File: src/sv/ultrasonic_ranger_with_lowpass_defines.svh
// Assertion macros for the ultrasonic ranger.
// Expect signals named clock and reset in the module that uses them.
`ifndef ULTRASONIC_RANGER_WITH_LOWPASS_DEFINES_SVH
`define ULTRASONIC_RANGER_WITH_LOWPASS_DEFINES_SVH

// cond implies check in the same cycle
`define ULR_ASSERT_SAME(label, cond, check, msg) \
   label: assert property (@(posedge clock) disable iff (reset) (cond) |-> (check)) \
      else $error(msg);

// cond implies check in the next cycle
`define ULR_ASSERT_NEXT(label, cond, check, msg) \
   label: assert property (@(posedge clock) disable iff (reset) (cond) |=> (check)) \
      else $error(msg);

`endif

File: src/sv/ulr_pkg.sv
// Shared types and constants for the ultrasonic ranger.
// No dependencies.
package ulr_pkg;

   localparam int unsigned TRIGGER_SETTLE_TICKS = 2;
   localparam int unsigned TRIGGER_PULSE_TICKS  = 10;

   localparam int unsigned DATA_W    = 16;
   localparam int unsigned BETA_W    = 9;
   localparam int unsigned CSR_IDX_W = 3;
   localparam int unsigned STEP_W    = 4;

   // serial steps: one multiplier bit per cycle
   localparam int unsigned MUL_STEPS   = DATA_W;
   localparam int unsigned BLEND_STEPS = BETA_W;

   localparam logic [DATA_W-1:0] WAIT_LIMIT_RST  = 16'd10000;
   localparam logic [DATA_W-1:0] COUNT_LIMIT_RST = 16'd25000;
   localparam logic [DATA_W-1:0] SCALE_RST       = 16'd1121;
   localparam logic [BETA_W-1:0] BETA_RST        = 9'd64;
   localparam logic [DATA_W-1:0] INIT_DIST_RST   = 16'hFFFF;
   localparam logic [BETA_W-1:0] BETA_FULL       = 9'd256;

   typedef enum logic [2:0] {
      PH_IDLE   = 3'd0,
      PH_SETTLE = 3'd1,
      PH_PULSE  = 3'd2,
      PH_WAIT   = 3'd3,
      PH_COUNT  = 3'd4
   } phase_type;

   typedef enum logic [2:0] {
      SEQ_IDLE  = 3'd0,
      SEQ_SCALE = 3'd1,
      SEQ_SAT   = 3'd2,
      SEQ_BLEND = 3'd3,
      SEQ_FINAL = 3'd4
   } seq_type;

   typedef enum logic [CSR_IDX_W-1:0] {
      CSR_WAIT_LIMIT  = 3'd0,
      CSR_COUNT_LIMIT = 3'd1,
      CSR_SCALE       = 3'd2,
      CSR_BETA        = 3'd3,
      CSR_INIT_DIST   = 3'd4
   } csr_idx_type;

endpackage

File: src/sv/ultrasonic_ranger_with_lowpass.sv
// Ultrasonic ranger: trigger sequencing, echo timing, distance scaling, smoothing.
// Depends on ulr_pkg and ultrasonic_ranger_with_lowpass_defines.svh.
//
// channel | direction | handshake           | payload
// req     | in        | req_valid/req_stall | start_request, echo_level (one tick)
// rsp     | out       | rsp_valid/rsp_stall | trigger, busy, done, timeout, counts
// csr     | in        | csr_write_en        | csr_index, csr_wdata
//
// A tick that does not close a good measurement has its result registered at the accept
// edge. A tick that closes one goes, after the accept cycle, through the bit-serial
// tick*scale multiply, a round-and-saturate step, the bit-serial filter blend and a
// final round. Reset is synchronous and needs no clearing pass.
// A waiting result holds input off only until rsp_stall drops.
`include "ultrasonic_ranger_with_lowpass_defines.svh"

module ultrasonic_ranger_with_lowpass
   import ulr_pkg::*;
(
   input  logic                 clock,
   input  logic                 reset,
   input  logic                 req_valid,
   output logic                 req_stall,
   input  logic                 req_start_request,
   input  logic                 req_echo_level,
   output logic                 rsp_valid,
   input  logic                 rsp_stall,
   output logic                 rsp_trigger_level,
   output logic                 rsp_busy_res,
   output logic                 rsp_done_res,
   output logic                 rsp_timed_out,
   output logic [DATA_W-1:0]    rsp_echo_ticks,
   output logic [DATA_W-1:0]    rsp_raw_distance,
   output logic [DATA_W-1:0]    rsp_filtered_distance,
   input  logic                 csr_write_en,
   input  logic [CSR_IDX_W-1:0] csr_index,
   input  logic [DATA_W-1:0]    csr_wdata
);

   // configuration
   logic [DATA_W-1:0] wait_lim_ff, count_lim_ff, scale_ff;
   logic [BETA_W-1:0] beta_ff;

   // measurement state
   phase_type         phase_ff, phase_in;
   logic [DATA_W-1:0] phase_cnt_ff, phase_cnt_in;
   logic [DATA_W-1:0] echo_cnt_ff, echo_cnt_in;
   logic [DATA_W-1:0] last_raw_ff, last_raw_in;
   logic [DATA_W-1:0] smoothed_ff, smoothed_in;

   // arithmetic sequencer
   seq_type           seq_ff, seq_in;
   logic [STEP_W-1:0] bit_cnt_ff, bit_cnt_in;
   logic [DATA_W:0]   acc_hi_ff, acc_hi_in;
   logic [DATA_W-1:0] acc_lo_ff, acc_lo_in;
   logic [BETA_W-1:0] wold_ff, wold_in, wnew_ff, wnew_in;

   // result register
   logic              rsp_valid_ff, rsp_valid_in;
   logic              rsp_trig_ff, rsp_busy_ff, rsp_done_ff, rsp_tout_ff;
   logic [DATA_W-1:0] rsp_ticks_ff, rsp_raw_ff, rsp_filt_ff;
   logic              rsp_load;
   logic              rsp_trig_in, rsp_busy_in, rsp_done_in, rsp_tout_in;
   logic [DATA_W-1:0] rsp_ticks_in, rsp_raw_in, rsp_filt_in;

   // tick step
   logic              accept;
   phase_type         step_ph;
   logic [DATA_W-1:0] step_pc, step_ec, step_inc;
   logic              step_trig, step_busy, step_done, step_tout, step_fin;

   // sequencer strobes
   logic              load_step, do_scale, do_sat, do_blend, do_final;

   // datapath
   logic [DATA_W:0]     scale_sum;
   logic [2*DATA_W-1:0] product;
   logic [22:0]         round_raw;
   logic [DATA_W-1:0]   raw_sat;
   logic [BETA_W-1:0]   beta_eff;
   logic [DATA_W:0]     blend_add;
   logic [DATA_W+1:0]   blend_sum;
   logic [DATA_W+1:0]   blend_round;

   assign accept    = req_valid && !req_stall;
   assign req_stall = !((seq_ff == SEQ_IDLE) && (!rsp_valid_ff || !rsp_stall));

   // ---------------- one tick of the ranging sequence ----------------
   always_comb begin
      case (phase_ff)
         PH_SETTLE, PH_PULSE, PH_WAIT, PH_COUNT: step_ph = phase_ff;
         default:                                step_ph = PH_IDLE;
      endcase
      step_pc   = phase_cnt_ff;
      step_ec   = echo_cnt_ff;
      step_inc  = '0;
      step_trig = 1'b0;
      step_busy = 1'b0;
      step_done = 1'b0;
      step_tout = 1'b0;
      step_fin  = 1'b0;

      if (step_ph == PH_IDLE && req_start_request) begin
         step_ph = PH_SETTLE;
         step_pc = '0;
         step_ec = '0;
      end

      case (step_ph)
         PH_SETTLE: begin
            step_busy = 1'b1;
            step_inc  = step_pc + 1'b1;
            if (step_inc >= DATA_W'(TRIGGER_SETTLE_TICKS)) begin
               step_ph = PH_PULSE;
               step_pc = '0;
            end else begin
               step_pc = step_inc;
            end
         end
         PH_PULSE: begin
            step_busy = 1'b1;
            step_trig = 1'b1;
            step_inc  = step_pc + 1'b1;
            if (step_inc >= DATA_W'(TRIGGER_PULSE_TICKS)) begin
               step_ph = PH_WAIT;
               step_pc = '0;
            end else begin
               step_pc = step_inc;
            end
         end
         PH_WAIT: begin
            step_busy = 1'b1;
            if (req_echo_level) begin
               if (count_lim_ff == '0) begin
                  step_fin  = 1'b1;
                  step_ec   = '0;
                  step_done = 1'b1;
                  step_ph   = PH_IDLE;
               end else if (count_lim_ff == DATA_W'(1)) begin
                  step_fin  = 1'b1;
                  step_ec   = DATA_W'(1);
                  step_done = 1'b1;
                  step_ph   = PH_IDLE;
               end else begin
                  step_ec = DATA_W'(1);
                  step_ph = PH_COUNT;
               end
            end else if (step_pc == wait_lim_ff) begin
               step_ec   = '0;
               step_done = 1'b1;
               step_tout = 1'b1;
               step_ph   = PH_IDLE;
            end else begin
               step_pc = step_pc + 1'b1;
            end
         end
         PH_COUNT: begin
            step_busy = 1'b1;
            if (req_echo_level) begin
               step_inc = step_ec + 1'b1;
               step_ec  = step_inc;
               if (step_inc >= count_lim_ff) begin
                  step_fin  = 1'b1;
                  step_done = 1'b1;
                  step_ph   = PH_IDLE;
               end
            end else begin
               step_fin  = 1'b1;
               step_done = 1'b1;
               step_ph   = PH_IDLE;
            end
         end
         default: begin
         end
      endcase
   end

   // ---------------- sequencer: next state ----------------
   always_comb begin
      seq_in = seq_ff;
      case (seq_ff)
         SEQ_IDLE:  if (accept && step_fin) seq_in = SEQ_SCALE;
         SEQ_SCALE: if (bit_cnt_ff == STEP_W'(MUL_STEPS - 1)) seq_in = SEQ_SAT;
         SEQ_SAT:   seq_in = SEQ_BLEND;
         SEQ_BLEND: if (bit_cnt_ff == STEP_W'(BLEND_STEPS - 1)) seq_in = SEQ_FINAL;
         SEQ_FINAL: seq_in = SEQ_IDLE;
         default:   seq_in = SEQ_IDLE;
      endcase
   end

   // ---------------- sequencer: strobes ----------------
   always_comb begin
      load_step = 1'b0;
      do_scale  = 1'b0;
      do_sat    = 1'b0;
      do_blend  = 1'b0;
      do_final  = 1'b0;
      case (seq_ff)
         SEQ_IDLE:  load_step = accept;
         SEQ_SCALE: do_scale  = 1'b1;
         SEQ_SAT:   do_sat    = 1'b1;
         SEQ_BLEND: do_blend  = 1'b1;
         SEQ_FINAL: do_final  = 1'b1;
         default: begin
         end
      endcase
   end

   // ---------------- datapath ----------------
   always_comb begin
      // shift-and-add, multiplier bits leave acc_lo from the bottom
      scale_sum = {1'b0, acc_hi_ff[DATA_W-1:0]}
                + (acc_lo_ff[0] ? {1'b0, scale_ff} : '0);
      product   = {acc_hi_ff[DATA_W-1:0], acc_lo_ff};
      // (p + 512) >> 10
      round_raw = {1'b0, product[2*DATA_W-1:10]} + 23'(product[9]);
      raw_sat   = (|round_raw[22:DATA_W]) ? '1 : round_raw[DATA_W-1:0];

      beta_eff  = beta_ff[BETA_W-1] ? BETA_FULL : beta_ff;

      // two products summed in one pass: old weight on smoothed, new on raw
      blend_add = (wold_ff[0] ? {1'b0, smoothed_ff} : '0)
                + (wnew_ff[0] ? {1'b0, last_raw_ff} : '0);
      blend_sum = {1'b0, acc_hi_ff} + {1'b0, blend_add};
      // low nine product bits sit in acc_lo[15:7]; (v + 128) >> 8
      blend_round = {acc_hi_ff, acc_lo_ff[DATA_W-1]} + (DATA_W+2)'(acc_lo_ff[DATA_W-2]);

      phase_in     = phase_ff;
      phase_cnt_in = phase_cnt_ff;
      echo_cnt_in  = echo_cnt_ff;
      last_raw_in  = last_raw_ff;
      smoothed_in  = smoothed_ff;
      bit_cnt_in   = bit_cnt_ff;
      acc_hi_in    = acc_hi_ff;
      acc_lo_in    = acc_lo_ff;
      wold_in      = wold_ff;
      wnew_in      = wnew_ff;

      rsp_load     = 1'b0;
      rsp_trig_in  = step_trig;
      rsp_busy_in  = step_busy;
      rsp_done_in  = step_done;
      rsp_tout_in  = step_tout;
      rsp_ticks_in = step_ec;
      rsp_raw_in   = last_raw_ff;
      rsp_filt_in  = smoothed_ff;

      if (load_step) begin
         phase_in     = step_ph;
         phase_cnt_in = step_pc;
         echo_cnt_in  = step_ec;
         acc_hi_in    = '0;
         acc_lo_in    = step_ec;
         bit_cnt_in   = '0;
         rsp_load     = !step_fin;
      end
      if (do_scale) begin
         acc_hi_in  = {1'b0, scale_sum[DATA_W:1]};
         acc_lo_in  = {scale_sum[0], acc_lo_ff[DATA_W-1:1]};
         bit_cnt_in = bit_cnt_ff + 1'b1;
      end
      if (do_sat) begin
         last_raw_in = raw_sat;
         acc_hi_in   = '0;
         acc_lo_in   = '0;
         wnew_in     = beta_eff;
         wold_in     = BETA_FULL - beta_eff;
         bit_cnt_in  = '0;
      end
      if (do_blend) begin
         acc_hi_in  = blend_sum[DATA_W+1:1];
         acc_lo_in  = {blend_sum[0], acc_lo_ff[DATA_W-1:1]};
         wold_in    = wold_ff >> 1;
         wnew_in    = wnew_ff >> 1;
         bit_cnt_in = bit_cnt_ff + 1'b1;
      end
      if (do_final) begin
         smoothed_in  = blend_round[DATA_W-1:0];
         rsp_load     = 1'b1;
         rsp_trig_in  = 1'b0;
         rsp_busy_in  = 1'b1;
         rsp_done_in  = 1'b1;
         rsp_tout_in  = 1'b0;
         rsp_ticks_in = echo_cnt_ff;
         rsp_raw_in   = last_raw_ff;
         rsp_filt_in  = blend_round[DATA_W-1:0];
      end

      if (rsp_load) begin
         rsp_valid_in = 1'b1;
      end else if (!rsp_stall) begin
         rsp_valid_in = 1'b0;
      end else begin
         rsp_valid_in = rsp_valid_ff;
      end
   end

   // ---------------- registers ----------------
   always_ff @(posedge clock) begin
      if (reset) begin
         wait_lim_ff  <= WAIT_LIMIT_RST;
         count_lim_ff <= COUNT_LIMIT_RST;
         scale_ff     <= SCALE_RST;
         beta_ff      <= BETA_RST;
         phase_ff     <= PH_IDLE;
         phase_cnt_ff <= '0;
         echo_cnt_ff  <= '0;
         last_raw_ff  <= '0;
         smoothed_ff  <= INIT_DIST_RST;
         seq_ff       <= SEQ_IDLE;
         bit_cnt_ff   <= '0;
         rsp_valid_ff <= 1'b0;
      end else begin
         phase_ff     <= phase_in;
         phase_cnt_ff <= phase_cnt_in;
         echo_cnt_ff  <= echo_cnt_in;
         last_raw_ff  <= last_raw_in;
         smoothed_ff  <= smoothed_in;
         seq_ff       <= seq_in;
         bit_cnt_ff   <= bit_cnt_in;
         rsp_valid_ff <= rsp_valid_in;
         if (csr_write_en) begin
            case (csr_idx_type'(csr_index))
               CSR_WAIT_LIMIT:  wait_lim_ff  <= csr_wdata;
               CSR_COUNT_LIMIT: count_lim_ff <= csr_wdata;
               CSR_SCALE:       scale_ff     <= csr_wdata;
               CSR_BETA:        beta_ff      <= csr_wdata[BETA_W-1:0];
               // initial distance only matters at reset, which restores its default
               CSR_INIT_DIST: begin
               end
               default: begin
               end
            endcase
         end
      end
   end

   always_ff @(posedge clock) begin
      acc_hi_ff <= acc_hi_in;
      acc_lo_ff <= acc_lo_in;
      wold_ff   <= wold_in;
      wnew_ff   <= wnew_in;
      if (rsp_load) begin
         rsp_trig_ff  <= rsp_trig_in;
         rsp_busy_ff  <= rsp_busy_in;
         rsp_done_ff  <= rsp_done_in;
         rsp_tout_ff  <= rsp_tout_in;
         rsp_ticks_ff <= rsp_ticks_in;
         rsp_raw_ff   <= rsp_raw_in;
         rsp_filt_ff  <= rsp_filt_in;
      end
   end

   assign rsp_valid             = rsp_valid_ff;
   assign rsp_trigger_level     = rsp_trig_ff;
   assign rsp_busy_res          = rsp_busy_ff;
   assign rsp_done_res          = rsp_done_ff;
   assign rsp_timed_out         = rsp_tout_ff;
   assign rsp_echo_ticks        = rsp_ticks_ff;
   assign rsp_raw_distance      = rsp_raw_ff;
   assign rsp_filtered_distance = rsp_filt_ff;

   // ---------------- assertions ----------------
   `ULR_ASSERT_SAME(a_no_accept_in_math, seq_ff != SEQ_IDLE, req_stall, "tick accepted during arithmetic")
   `ULR_ASSERT_SAME(a_sat_after_scale, seq_ff == SEQ_SAT, ($past(seq_ff) == SEQ_SCALE) && ($past(bit_cnt_ff) == STEP_W'(MUL_STEPS - 1)), "scale multiply cut short")
   `ULR_ASSERT_NEXT(a_final_posts, seq_ff == SEQ_FINAL, rsp_valid_ff && rsp_done_ff, "finished measurement not posted")
   `ULR_ASSERT_SAME(a_tout_with_done, rsp_valid_ff && rsp_tout_ff, rsp_done_ff && rsp_busy_ff && !rsp_trig_ff, "timeout without done")

endmodule

File: config.mk
export PLATFORM = sky130hd
export DESIGN_NAME = ultrasonic_ranger_with_lowpass
export DESIGN_NICKNAME = d
export VERILOG_FILES = /design/src/sv/ulr_pkg.sv /design/src/sv/ultrasonic_ranger_with_lowpass.sv
export VERILOG_INCLUDE_DIRS = /design/src /design/src/sv
export SDC_FILE = /design/constraint.sdc
export NUM_CORES = 1
export LEC_CHECK = 0
export ABC_AREA = 0
export BUFFER_PORTS_ARGS = -buffer_cell sky130_fd_sc_hd__buf_2
export CORE_UTILIZATION = 35
export CTS_BUF_LIST = sky130_fd_sc_hd__clkbuf_2
export DETAILED_ROUTE_END_ITERATION = 10
export PLACE_DENSITY_LB_ADDON = 0.05
export SLEW_MARGIN = 25
export SYNTH_ARGS = -nofsm -noshare
export SYNTH_HDL_FRONTEND = slang
export SYNTH_SLANG_ARGS = --single-unit
File: constraint.sdc
create_clock -name clock -period 7.55 [get_ports clock]
set_input_delay 0.3775 -clock clock [delete_from_list [all_inputs] [get_ports clock]]
set_output_delay 0.3775 -clock clock [all_outputs]
set_load 0.01 [all_outputs]
==> flow_metrics.env <==
export IMPL_hp_class="in -> reg"
export IMPL_cp_depth=19
export IMPL_dp_hpwl_um=29830
export IMPL_die_h_um=202.0
export IMPL_final_setup_worst_slack_ps=1730
export IMPL_fmax_ghz=0.1718
export IMPL_async_flop_share=0
export IMPL_h_tree_depth=3
export IMPL_die_area_mm2=0.04082
export IMPL_synthSimpleGateAreaFrac=0.2295
export IMPL_outcome="finished clean"
export IMPL_route_met2_wl_um=18530
export IMPL_wl_um=42640
export IMPL_worstMarginPinSlew_ps=993.9
export IMPL_grt_max_degree=65
export IMPL_synth_compound_area_frac=0.1759
export IMPL_switchingPower_w=0.002005
export IMPL_synth_area_mm2=0.01401
export IMPL_p_per_area_mw_per_mm2=308.4
export IMPL_synth_fa_ha_area_frac=0.07754
export IMPL_crit_end="rsp_filtered_distance[2]"
export IMPL_cts_root_buf="clkbuf_2"
export IMPL_slowest_delay_ps=740
export IMPL_p_total_w=0.004840
export IMPL_hold_viol_final=0
export IMPL_register_area_mm2=0.005715
export IMPL_required_ps=8090
export IMPL_r2r_start="phase_ff[2]"
export IMPL_drv_cap=0
export IMPL_crit_path_end_kind="flop"
export IMPL_drc=0
export IMPL_peakVddDrop_mv=0.1134
export IMPL_seqPwrFrac=0.393
export IMPL_final_max_slew_viol_count=0
export IMPL_cp_slowest_cell="nor4b_4"
export IMPL_p_leak_nw=6.021
export IMPL_hold_depth=6
export IMPL_place_gp_congestion=0.8680
export IMPL_post_route_period_util=0.7709
export IMPL_synth_top_family_by_area="simple AND/OR/NAND/NOR gates"
export IMPL_clkLatencyLatePin_ps=990
export IMPL_vias=12020
export IMPL_fillCellCount=4029
export IMPL_relSlewSlack=0.3374
export IMPL_yosysUniqueCellTypes=93
export IMPL_multi_input_area_mm2=0.007697
export IMPL_synth_xor_area_frac=0.05503
export IMPL_placedInstanceArea_mm2=0.01473
export IMPL_grt_pass1_vias=11660
export IMPL_route_top_layer_used="met4"
export IMPL_post_drt_wl_per_cell_um=18.87
export IMPL_core_area_mm2=0.03910
export IMPL_synth_seq_area_share=0.4081
export IMPL_cts_tree="built"
export IMPL_area_growth_pct=12.07
export IMPL_clk_pin_slew_ps=110
export IMPL_grt_use_total=0.2110
export IMPL_reg2reg_slack_ps=1730
export IMPL_critical_path_startpoint="phase_ff[2]"
export IMPL_dominantRegCellSynth="dfxtp_1"
export IMPL_design_area_mm2=0.01570
export IMPL_grt_setup_unrepaired="no"
export IMPL_viasPerCell=5.318
export IMPL_clock_power_share=0.221
export IMPL_synthMuxAreaShare=0.009112
export IMPL_nNetsFinal=1788
export IMPL_synth_seq_cells=235
export IMPL_finalSetupViolCount=0
export IMPL_clock_skew_ps=85.64
export IMPL_worst_setup_path_start_kind="flop"
export IMPL_place_ws_ps=1788
export IMPL_dr_wl_met3_um=1847
export IMPL_drt_pass1_iter_count=5
export IMPL_fp_dieW_um=202.0
export IMPL_pin_count=80
export IMPL_fin_util=0.4015
export IMPL_port_buffers=79
export IMPL_worstPathMaxFanout=51
export IMPL_r2r_cells=19
export IMPL_worst_path_dominant_cell_family="simple AND/OR/NAND/NOR gates"
export IMPL_final_common_cell="nand2_1"
export IMPL_synth_edf_count=101
export IMPL_initial_utilization=0.3582
export IMPL_critPathBufInv=2
export IMPL_crit_arrival_ps=6360
export IMPL_layout_min_cycle_time_ps=5820
export IMPL_worst_path_most_repeated_cell="nor2_1"
export IMPL_swShare=0.4142
export IMPL_path_cells="nor4b_4 > nor2_1 > buf_4 > and2_1 > ha_1 > and3_1 > and3_1 > and4_1 > nand4_1 > nor2_1 > xnor2_1 > nor2_1 > ha_1 > a211oi_1 > nand3_1 > o31ai_1 > o21ai_0 > o21ai_4 > buf_4"
export IMPL_drtIter0Drc=635
export IMPL_rr_endpoint="rsp_filtered_distance[2]"
export IMPL_syn_inst=1586
export IMPL_grt_pass1_wl_um=67160
export IMPL_cts_resized=0
export IMPL_p_comb_frac=0.386
export IMPL_postRouteAntennaNets=0
export IMPL_synth_nets=1688
export IMPL_m1WireLength_um=21050
export IMPL_rows=72
export IMPL_clock_sinks=235
export IMPL_antenna_found_initial=2
export IMPL_synth_avg_cell_area_um2=8.831
export IMPL_layout_drive_gt1_share=0.1433
export IMPL_setup_tns_ps=0
export IMPL_power_internal_w=0.002835
export IMPL_cts_buffer_depth=3
export IMPL_grt_ovfl_total=0
export IMPL_final_cell_mix="242 x nand2_1, 134 x dfxtp_1, 122 x a21oi_1, 110 x nor2_1, 107 x clkbuf_2"
export IMPL_worstSetupPathType="reg -> reg"
export IMPL_ys_warn_count=0
export IMPL_numCtsBuffers=70
==> metrics by stage <==
stage / hold slack [ps] / instances
6_report: 111.2 / 2260
5_1_grt: 63.31 / 2260
4_1_cts: 31.83 / 2256
3_5_place_dp: 442.6 / 2106
3_3_place_gp: 440.1 / 2106
2_1_floorplan: 416.7 / 1586
==> worst register-to-register path: stages (launching register included) <==
cell,delay (ps)
dfxtp_1,430
nor4b_4,740
nor2_1,140
buf_4,230
and2_1,220
ha_1,230
and3_1,230
and3_1,240
and4_1,260
nand4_1,190
nor2_1,90
xnor2_1,180
nor2_1,70
ha_1,320
a211oi_1,210
nand3_1,110
o31ai_1,340
o21ai_0,300
o21ai_4,230
buf_4,570
==> area by class of cell <==
class,instances,area share
Multi-Input combinational cell,1214,0.4904
Sequential cell,235,0.3641
Timing Repair Buffer,122,0.04990
Tap cell,518,0.04129
Clock buffer,107,0.03412
Inverter,43,0.01028
Clock inverter,17,0.009247
Antenna cell,4,0.0006377
==> cell usage after synthesis, drive strengths merged, types with 7 or more instances <==
master / number / share of area
nor4: 10 / 0.0045
a211oi: 15 / 0.0084
nand3b: 7 / 0.0038
edfxtp: 101 / 0.22
o21ai: 100 / 0.036
nand2b: 36 / 0.017
nand4: 16 / 0.0071
xnor2: 53 / 0.033
clkbuf: 68 / 0.019
nor3: 31 / 0.012
buf: 24 / 0.013
fa: 18 / 0.026
a31oi: 26 / 0.012
nand2: 242 / 0.065
nor2: 114 / 0.031
nand3: 47 / 0.018
xor2: 35 / 0.022
o32ai: 12 / 0.0080
a21o: 11 / 0.0059
o2bb2ai: 7 / 0.0044
o31ai: 14 / 0.0075
or2: 10 / 0.0045
ha: 58 / 0.052
o22ai: 10 / 0.0045
and3: 15 / 0.0067
and2: 60 / 0.027
nor2b: 8 / 0.0036
o211ai: 11 / 0.0059
or3: 20 / 0.0090
inv: 40 / 0.011
dfxtp: 134 / 0.19
a21oi: 123 / 0.044
o21a: 13 / 0.0070
nor4bb: 8 / 0.0057
==> kinds of logic after synthesis <==
| kind of cell | count (synthesis) |
|---|---|
| simple gates | 646 |
| compound gates | 392 |
| flops | 235 |
| buf+inv | 137 |
| xor+xnor | 88 |
| fa+ha+maj | 76 |
| mux | 12 |
==> how the worst min path moves through the flow <==
stage	start	endpoint	slack [ps]
global placement	scale_ff[1]	scale_ff[1]	440
detailed placement	scale_ff[12]	scale_ff[12]	440
finish	csr_write_en	scale_ff[2]	110
global route	csr_write_en	scale_ff[11]	60
CTS	csr_write_en	beta_ff[6]	30
floorplan	last_raw_ff[10]	rsp_raw_distance[10]	420
==> registers in the layout, indices dropped and copies added, names as in the netlist, 16 cells and up <==
register,cells
rsp_echo_ticks,16
scale_ff,16
wait_lim_ff,16
smoothed_ff,16
rsp_filtered_distance,16
echo_cnt_ff,16
count_lim_ff,16
phase_cnt_ff,16
acc_lo_ff,16
rsp_raw_distance,16
last_raw_ff,16
acc_hi_ff,17
==> power groups by stage <==
stage,combinational (W),clock [W],sequential (W)
2_1_floorplan,0.00137,0,0.00184
3_3_place_gp,0.00185,0,0.00193
3_5_place_dp,0.00185,0,0.00193
4_1_cts,0.00188,0.00112,0.00190
5_1_grt,0.00211,0.00118,0.00194
6_report,0.00187,0.00107,0.00190
==> layer usage <==
metal | track usage | up-vias
met3 | 0.03902 | 90
met2 | 0.3220 | 283
li1 | - | 5917
met4 | 0.08009 | 0
met5 | 0 | -
met1 | 0.2946 | 5729
==> timing repair <==
item | CTS | global route
hold buffers | 26 | 0
buffers inserted | 0 | 0
endpoints found under the hold margin | 82 | 0
No activity file was read; power rests on OpenSTA's default activity.
